`src/rtl/fplw_pkg.sv`:
```
// Shared types and codes for the four-level page table walker.
package fplw_pkg;

	// Input beat commands
	localparam logic CMD_TRANSLATE = 1'b0;
	localparam logic CMD_RESPONSE  = 1'b1;

	// Result kinds
	localparam logic [1:0] KIND_REQUEST = 2'd0;
	localparam logic [1:0] KIND_DONE    = 2'd1;
	localparam logic [1:0] KIND_ERROR   = 2'd2;

	// Error codes
	localparam logic ERR_ROOT_INVALID = 1'b0;
	localparam logic ERR_NOT_PRESENT  = 1'b1;

	// Configuration register indexes
	localparam logic CFG_ROOT_TABLE  = 1'b0;
	localparam logic CFG_READ_OFFSET = 1'b1;

	localparam int VA_BITS = 48;

	typedef struct packed {
		logic        cmd;
		logic [63:0] virt_addr;
		logic [63:0] entry_data;
	} in_item_t;

	typedef struct packed {
		logic [1:0]  result_kind;
		logic [63:0] address;
		logic [63:0] page_limit;
		logic [1:0]  map_level;
		logic        error_code;
	} out_item_t;

	// Walk state carried between beats
	typedef struct packed {
		logic               busy;
		logic [1:0]         level;
		logic [VA_BITS-1:0] va;
	} walk_state_t;

endpackage

```
`src/rtl/fplw_walk_step.sv`:
```
// Combinational step of the walk: one beat and the current state give the result and next state.
module fplw_walk_step
	import fplw_pkg::*;
(
	input  in_item_t    item,
	input  walk_state_t state,
	input  logic [63:0] root_table_address,
	input  logic [63:0] read_address_offset,
	output logic        result_valid,
	output out_item_t   result,
	output walk_state_t next_state
);

	// Nine index bits of the virtual address for one level
	function automatic logic [8:0] level_index(input logic [VA_BITS-1:0] va, input logic [1:0] lvl);
		logic [8:0] idx;
		case (lvl)
			2'd0:    idx = va[47:39];
			2'd1:    idx = va[38:30];
			2'd2:    idx = va[29:21];
			default: idx = va[20:12];
		endcase
		return idx;
	endfunction

	// Page size in bytes for a leaf at the given level
	function automatic logic [63:0] page_size(input logic [1:0] lvl);
		logic [63:0] size;
		case (lvl)
			2'd0:    size = 64'd1 << 39;
			2'd1:    size = 64'd1 << 30;
			2'd2:    size = 64'd1 << 21;
			default: size = 64'd1 << 12;
		endcase
		return size;
	endfunction

	logic               is_translate;
	logic [63:0]        entry_paddr;
	logic               present;
	logic               leaf;
	logic [1:0]         child_level;
	logic [VA_BITS-1:0] idx_va;
	logic [1:0]         req_level;
	logic [63:0]        req_table;
	logic [63:0]        req_address;
	logic [63:0]        leaf_size;

	assign is_translate = (item.cmd == CMD_TRANSLATE);
	assign entry_paddr  = {12'd0, item.entry_data[51:12], 12'd0};
	assign present      = item.entry_data[0];
	assign leaf         = (state.level == 2'd3) || item.entry_data[7];
	assign child_level  = state.level + 2'd1;
	assign leaf_size    = page_size(state.level);

	// One shared adder forms the entry read address for either kind of request
	assign idx_va      = is_translate ? item.virt_addr[VA_BITS-1:0] : state.va;
	assign req_level   = is_translate ? 2'd0 : child_level;
	assign req_table   = is_translate ? root_table_address : entry_paddr;
	assign req_address = req_table + read_address_offset
		+ {52'd0, level_index(idx_va, req_level), 3'b000};

	// Result and state update
	always_comb begin
		result_valid = 1'b0;
		result       = '0;
		next_state   = state;
		if (is_translate) begin
			result_valid     = 1'b1;
			next_state.va    = item.virt_addr[VA_BITS-1:0];
			next_state.level = 2'd0;
			if (root_table_address[63]) begin
				next_state.busy    = 1'b0;
				result.result_kind = KIND_ERROR;
				result.error_code  = ERR_ROOT_INVALID;
			end else begin
				next_state.busy    = 1'b1;
				result.result_kind = KIND_REQUEST;
				result.address     = req_address;
			end
		end else if (state.busy) begin
			result_valid = 1'b1;
			if (!present) begin
				next_state.busy    = 1'b0;
				result.result_kind = KIND_ERROR;
				result.map_level   = state.level;
				result.error_code  = ERR_NOT_PRESENT;
			end else if (leaf) begin
				next_state.busy    = 1'b0;
				result.result_kind = KIND_DONE;
				result.address     = entry_paddr
					| ({16'd0, state.va} & (leaf_size - 64'd1));
				result.page_limit  = entry_paddr + leaf_size;
				result.map_level   = state.level;
			end else begin
				next_state.level   = child_level;
				result.result_kind = KIND_REQUEST;
				result.address     = req_address;
				result.map_level   = child_level;
			end
		end
	end

endmodule

```
`src/rtl/four_level_page_walker.sv`:
```
// Top level of the four-level page table walker: input register, walk state and result register.
//
//  Channel | Direction | Handshake               | Payload
//  in      | in        | in_valid / in_stall     | in_data  (cmd, virt_addr, entry_data)
//  out     | out       | out_valid / out_stall   | out_data (kind, address, end, level, error)
//  cfg     | in        | cfg_write               | cfg_index, cfg_data
//
// Each beat is held in the input register and is then resolved combinationally into
// the result register; one beat is taken per cycle while the output does not stall.
// The walk state updates as the beat leaves the input register.
// Reset empties both registers and leaves the walker idle with both configuration
// registers at zero.
// A stall on the output holds the result register and, once the input register is
// also full, raises in_stall.
module four_level_page_walker
	import fplw_pkg::*;
(
	input  logic        clk,
	input  logic        arst_n,
	input  logic        in_valid,
	output logic        in_stall,
	input  in_item_t    in_data,
	output logic        out_valid,
	input  logic        out_stall,
	output out_item_t   out_data,
	input  logic        cfg_write,
	input  logic        cfg_index,
	input  logic [63:0] cfg_data
);

	logic        valid_s1;
	in_item_t    item_s1;
	walk_state_t state_q;
	walk_state_t state_next;
	logic [63:0] root_table_q;
	logic [63:0] read_offset_q;
	logic        out_valid_q;
	out_item_t   out_data_q;
	logic        step_valid;
	out_item_t   step_result;
	logic        out_free;
	logic        advance;
	logic        in_accept;

	assign out_free  = !out_valid_q || !out_stall;
	assign advance   = valid_s1 && out_free;
	assign in_stall  = valid_s1 && !out_free;
	assign in_accept = in_valid && !in_stall;
	assign out_valid = out_valid_q;
	assign out_data  = out_data_q;

	// Configuration registers
	always_ff @(posedge clk or negedge arst_n) begin
		if (!arst_n) begin
			root_table_q  <= '0;
			read_offset_q <= '0;
		end else if (cfg_write) begin
			if (cfg_index == CFG_ROOT_TABLE) begin
				root_table_q <= cfg_data;
			end else begin
				read_offset_q <= cfg_data;
			end
		end
	end

	// Input register
	always_ff @(posedge clk or negedge arst_n) begin
		if (!arst_n) begin
			valid_s1 <= 1'b0;
		end else if (in_accept) begin
			valid_s1 <= 1'b1;
		end else if (advance) begin
			valid_s1 <= 1'b0;
		end
	end

	always_ff @(posedge clk) begin
		if (in_accept) begin
			item_s1 <= in_data;
		end
	end

	fplw_walk_step u_step (
		.item                (item_s1),
		.state               (state_q),
		.root_table_address  (root_table_q),
		.read_address_offset (read_offset_q),
		.result_valid        (step_valid),
		.result              (step_result),
		.next_state          (state_next)
	);

	// Walk state
	always_ff @(posedge clk or negedge arst_n) begin
		if (!arst_n) begin
			state_q <= '0;
		end else if (advance) begin
			state_q <= state_next;
		end
	end

	// Result register
	always_ff @(posedge clk or negedge arst_n) begin
		if (!arst_n) begin
			out_valid_q <= 1'b0;
		end else if (advance) begin
			out_valid_q <= step_valid;
		end else if (!out_stall) begin
			out_valid_q <= 1'b0;
		end
	end

	always_ff @(posedge clk) begin
		if (advance && step_valid) begin
			out_data_q <= step_result;
		end
	end

	// A response that arrives while idle must not produce a result
	assert property (@(posedge clk) disable iff (!arst_n)
		(advance && item_s1.cmd == CMD_RESPONSE && !state_q.busy) |=> !out_valid)
		else $error("result produced for a response while idle");

	// Any error or finished walk leaves the walker idle
	assert property (@(posedge clk) disable iff (!arst_n)
		(advance && step_valid && (step_result.result_kind == KIND_ERROR
			|| step_result.result_kind == KIND_DONE)) |=> !state_q.busy)
		else $error("walker still busy after error or completion");

	// A translate beat always yields a result and restarts at the top level
	assert property (@(posedge clk) disable iff (!arst_n)
		(advance && item_s1.cmd == CMD_TRANSLATE) |=> (out_valid && state_q.level == 2'd0))
		else $error("translate beat did not restart the walk");

	// Walk state only moves when a beat leaves the input register
	assert property (@(posedge clk) disable iff (!arst_n)
		!advance |=> $stable(state_q))
		else $error("walk state changed without a beat");

endmodule

```
`config.mk`:
```
export PLATFORM = sky130hd
export DESIGN_NAME = four_level_page_walker
export DESIGN_NICKNAME = d
export VERILOG_FILES = /design/src/rtl/fplw_pkg.sv /design/src/rtl/fplw_walk_step.sv /design/src/rtl/four_level_page_walker.sv
export SDC_FILE = /design/constraint.sdc
export NUM_CORES = 1
export LEC_CHECK = 0
export ABC_AREA = 0
export BUFFER_PORTS_ARGS = -buffer_cell sky130_fd_sc_hd__buf_2
export CORE_MARGIN = 4
export CORE_UTILIZATION = 52
export CTS_CLUSTER_DIAMETER = 150
export DETAILED_ROUTE_END_ITERATION = 6
export PLACE_DENSITY = 0.8
export SLEW_MARGIN = 20
export SYNTH_ARGS = -nofsm -noshare
export SYNTH_HDL_FRONTEND = slang
export SYNTH_SLANG_ARGS = --single-unit
```
`constraint.sdc`:
```
create_clock -name clk -period 6 [get_ports clk]
set_input_delay 1.2 -clock clk [delete_from_list [all_inputs] [get_ports clk]]
set_output_delay 1.2 -clock clk [all_outputs]
set_load 0.05 [all_outputs]
```
Word level (Yosys, flattened, before mapping) --
Cells that the tools add are included.
Operators by class: equality and inequality tests 7, bitwise operators 4, add/subtract/negate cells 5, reduce and logical (&&, ||, !) cells 19, mux-type cells 27
Operator list (number):
- 2-to-1 mux 64 bit | 3
- 2-to-1 mux 133 bit | 1
- 2-to-1 mux 128 bit | 1
- one-hot mux 40 bit (3 select lines) | 1
- 2-to-1 mux 66 bit | 1
- 2-to-1 mux 65 bit | 1
- adder 64 x 12 -> 64 bit | 1
- adder 64 bit | 1
- bitwise AND 48 x 64 -> 64 bit | 1
- bitwise OR 52 x 64 -> 64 bit | 1
- adder 52 x 40 -> 53 bit | 1
- 2-to-1 mux 48 bit | 1
- subtractor 40 x 1 -> 41 bit, second input constant | 1
- one-hot mux 9 bit (3 select lines) | 1
- 2-to-1 mux 1 bit | 10
- 2-to-1 mux 2 bit | 5
- AND reduction 2 bit | 5
- == test 2 bit, second input constant | 3
- 2-to-1 mux 3 bit | 2
- == test 2 x 1 -> 1 bit, second input constant | 2
- logical AND 1 bit | 4
- zero test 1 bit | 4
- zero test 2 bit | 2
- inequality test 2 x 1 -> 1 bit, second input constant | 2
- other kinds (5) | 7
Storage, ports and cells: flip-flop bits (word level) 415, output and inout bits 135, bits of input ports 199, logic and storage cells 78

Longest topological paths before layout --
depth after elaboration 9, mapped depth 22, mapped depth without buffers 19

Modules after synthesis --
From an unflattened synthesis, not the netlist that was laid out.
Second synthesis, totals: cell total of the unflattened synthesis 1797, area, all modules 23078.4 µm²
Modules (own cells, without submodules):
- four_level_page_walker | area an instance 15000.6 µm², cells each 651, instances 1
- fplw_walk_step | area an instance 8077.7 µm², cells each 1146, instances 1

Least setup slack after synthesis --
No wires, ideal clock.
kind flip-flop to flip-flop, from reg state_q[48] (netlist bit), to reg out_data_q (netlist bit out_data[128]) (data pin), slack 315 ps, data required time 5732 ps, arrival time 5418 ps, buffers on the path 2, cell stages (with the launch flop) 21, cells stage by stage dfrtp_1 clkbuf_1 clkinv_1 ha_1 clkbuf_1 o211ai_1 a21boi_0 o21bai_1 a22oi_1 fa_1 ha_1 and2b_1 o21a_1 a31o_1 a222oi_1 o21ai_1 o2111a_2 o2111a_1 o211a_1 nor3_1 nor3b_2
RTL lines:
- start, declared | line four_level_page_walker.sv:33 | walk_state_t state_q;
- start signal, assigned | line four_level_page_walker.sv:98 | state_q <= state_next;
- end signal, assigned | line four_level_page_walker.sv:115 | out_data_q <= step_result;
- end, declared | line four_level_page_walker.sv:38 | out_item_t out_data_q;

==> flow_metrics.tcl <==
set metrics [dict create \
    track_usage 0.261 \
    netlist_top_cells_area "edfxtp_1 30%, dfrtp_1 22%, mux2_2 12%, ha_1 7.8%, a21oi_1 2.9%" \
    cp_data_arrival_time_ps 5960 \
    core_mm2 0.0386 \
    yosysMostFrequentCell "mux2_2" \
    final_area_mm2 0.0236 \
    yosysTopAreaCell "edfxtp_1" \
    vdd_drop_max_mv 0.240 \
    yosysTopAreaCellShare 0.297 \
    grt_max_degree 182 \
    synth_edf_count 201 \
    n_fill_cell 3071 \
    muxShareOfSynthArea 0.132 \
    dpl.hpwl_mm 40.5 \
    placed_cell_area_mm2 0.0222 \
    synth_compound_area_frac 0.107 \
    drive_gt1_frac 0.303 \
    power.leakage_nw 10.1 \
    drc 0 \
    async_reset_ff_frac 0.474 \
    synthCells 1691 \
    cts_tree "built" \
    dp_slack_ps 489 \
    hold_class "reg2reg" \
    clkLatencyLatePin_ps 570 \
    synthXorXnorAreaFrac 0.0354 \
    postRouteAntennaNets 0 \
    drtIter0Drc 1210 \
    multiInputGateArea_mm2 0.00920 \
    finalNetCount 2289 \
    cap_violations 0 \
    clockRootBuffer "clkbuf_16" \
    pin_count 334 \
    min_period_ps 5650 \
    postCtsSetupBuffers 0 \
    crit_type "reg2reg" \
    crit-reg2reg-launch "state_q[48]$_DFFE_PN0P_" \
    top_usage_layer "met2" \
    htreeDepth 2 \
    first_pass_iters 6 \
    fin_worst_skew_ps 23.0 \
    start_util 0.525 \
    crit_path_start_kind "flop" \
    ys_warn_count 0 \
    overflow 0 \
    maxSlewHeadroom 0.282 \
    die_h_um 206 \
    synth.ff_latch_count 382 \
    wl_per_cell_um 22.5 \
    gp_congestion 0.912 \
    max_freq_mhz 177 \
    fp.dieArea_mm2 0.0423 \
    slew_viol_final 0 \
    synth_commonest_cells "217 x mux2_2, 201 x edfxtp_1, 181 x dfrtp_1, 127 x ha_1, 119 x a21oi_1" \
    syn_avg_cell_area_um2 12.0 \
    crit_required_ps 6310 \
    first_global_vias 14696 \
    cp_max_fo 5 \
    grtUsageMet1 0.360 \
    setup_slack_ps 353 \
    grt_antenna_before_repair 2 \
    synthFlopType "edfxtp_1" \
    wl_mm 56.3 \
    ys_seq_area_frac 0.520 \
    dieWidth_um 206 \
    power_density_mw_per_mm2 401 \
    num_vias 14768 \
    finalCritPeriodShare 0.941 \
    critPathLaunch "state_q[48]$_DFFE_PN0P_" \
    synth-adder-area-share 0.0881 \
    cts.sinks 382 \
    hold_viol_final 0 \
    met3_usage 0.0424 \
    synth_top_family_by_area "multiplexers" \
    seqCellArea_mm2 0.0106 \
    rsz0062_at_grt "false" \
    hold_start "item_s1[80]$_DFFE_PP_" \
    fin_total_pwr_mw 9.48 \
    path_clk_slew_ps 60 \
    cts_made_buffers 42 \
    vias_per_cell 5.89 \
    grtUsageMet2 0.426 \
    tightest_slew_ps 1070 \
    area_growth_pct 16.3 \
    synthSimpleGateAreaFrac 0.0840 \
    grt_first_pass_wirelength_mm 85.0 \
    setup_viol 0 \
    io_buffers 272 \
    rows 72 \
    outcome "finished, final reports clean" \
    finalSetupTns_ps 0 \
    synth_cell_types 77 \
    clock_path_buffers 3 \
    synth_area_mm2 0.0203 \
    end_kind "flop" \
]
## critical path: stages (launching register included)
cell	delay [ps]
dfrtp_1	350
clkinv_1	90
ha_1	390
buf_4	190
mux4_2	520
mux2i_1	380
fa_1	480
inv_1	70
ha_1	220
nand2_1	70
o21ai_0	430
a21o_1	190
a221o_1	270
a31oi_1	120
buf_4	180
o2111ai_1	420
nand4_1	260
a31oi_1	420
nor4b_1	110
a41o_1	220
## layer usage
metal  vias to the layer above  routed length [µm]  share of wire
li1                       6747                   -              -
met1                      7329               24000           0.43
met2                       593               26700           0.47
met3                        97                3990          0.071
met4                         2                1510          0.027
met5                         -                  19        0.00034
## state kept, by name (all words and copies together) (netlist names)
register and cells:
read_offset_q 64, out_valid 1, out_data 110, root_table_q 64, valid_s1 1, item_s1 91
state_q 51
## cell usage in the layout, fill, tap and decap left out, drive strengths merged, types with 7 or more instances in the layout
cell type / instances
buf: 296
mux2: 217
edfxtp: 201
dfrtp: 181
ha: 127
a21oi: 119
nand2: 98
nor2: 93
o21ai: 69
clkbuf: 66
inv: 54
xor2: 46
xnor2: 36
nand3: 33
o22ai: 32
a21o: 31
nand4: 26
nor2b: 25
conb: 23
and3: 17
nor3: 17
o21bai: 11
mux2i: 11
or3: 10
fa: 10
a31oi: 9
and2: 9
o21a: 8
a41oi: 7
## area by class of cell
class	instances	share of cell area
Multi-Input combinational cell	1177	0.389
Antenna cell	3	0.000318
Clock buffer	66	0.0522
Clock inverter	11	0.00800
Tap cell	518	0.0274
Sequential cell	382	0.447
Inverter	54	0.00879
Timing Repair Buffer	296	0.0669
## logic make-up (layout without fill, tap and decap cells)
| family | count (synthesis) | after routing |
|---|---|---|
| adders and majority gates | 137 | 137 |
| AOI/OAI and AO/OA | 347 | 347 |
| other | 1 | 26 |
| xor gates and xnor gates | 82 | 82 |
| muxes | 234 | 234 |
| DFF | 382 | 382 |
| and+or+nand+nor | 354 | 354 |
| buffers and inverters | 154 | 427 |
## per-stage QoR
stage | std cells | utilization | hold slack [ps]
after CTS | 2503 | 0.610 | 481
after global routing | 2505 | 0.611 | 496
after floorplan | 1713 | - | 454
final | 2507 | 0.611 | 480
after detailed placement | 2426 | 0.574 | 465
after global placement | 2426 | 0.574 | 458
## power by group
part           internal, mW  total, mW  switching, mW
logic                  1.21       3.28           2.07
clock network          1.63       2.68           1.05
registers              3.23       3.52          0.285
total                  6.08       9.48           3.41
## what timing repair did
item | 4_1_cts | 5_1_grt
hold buffers | 0 | 0
gates resized for setup | 0 | 1
setup endpoints to repair | 0 | 1
endpoints found under the hold margin | 0 | 0
## final timing paths
check                                                     to  slack (ps)  cells after the start
min in group asynchronous             state_q[4]$_DFFE_PN0P_         610                      2
worst min register to register       state_q[16]$_DFFE_PN0P_         480                      1
worst min-delay path                 state_q[16]$_DFFE_PN0P_         480                      1
worst max-delay path                 out_data[127]$_DFFE_PP_         350                     19
worst max register to register       out_data[127]$_DFFE_PP_         350                     19
max in group asynchronous       root_table_q[45]$_DFFE_PN0P_        4410                      3
No activity file was read; power rests on OpenSTA's default activity.
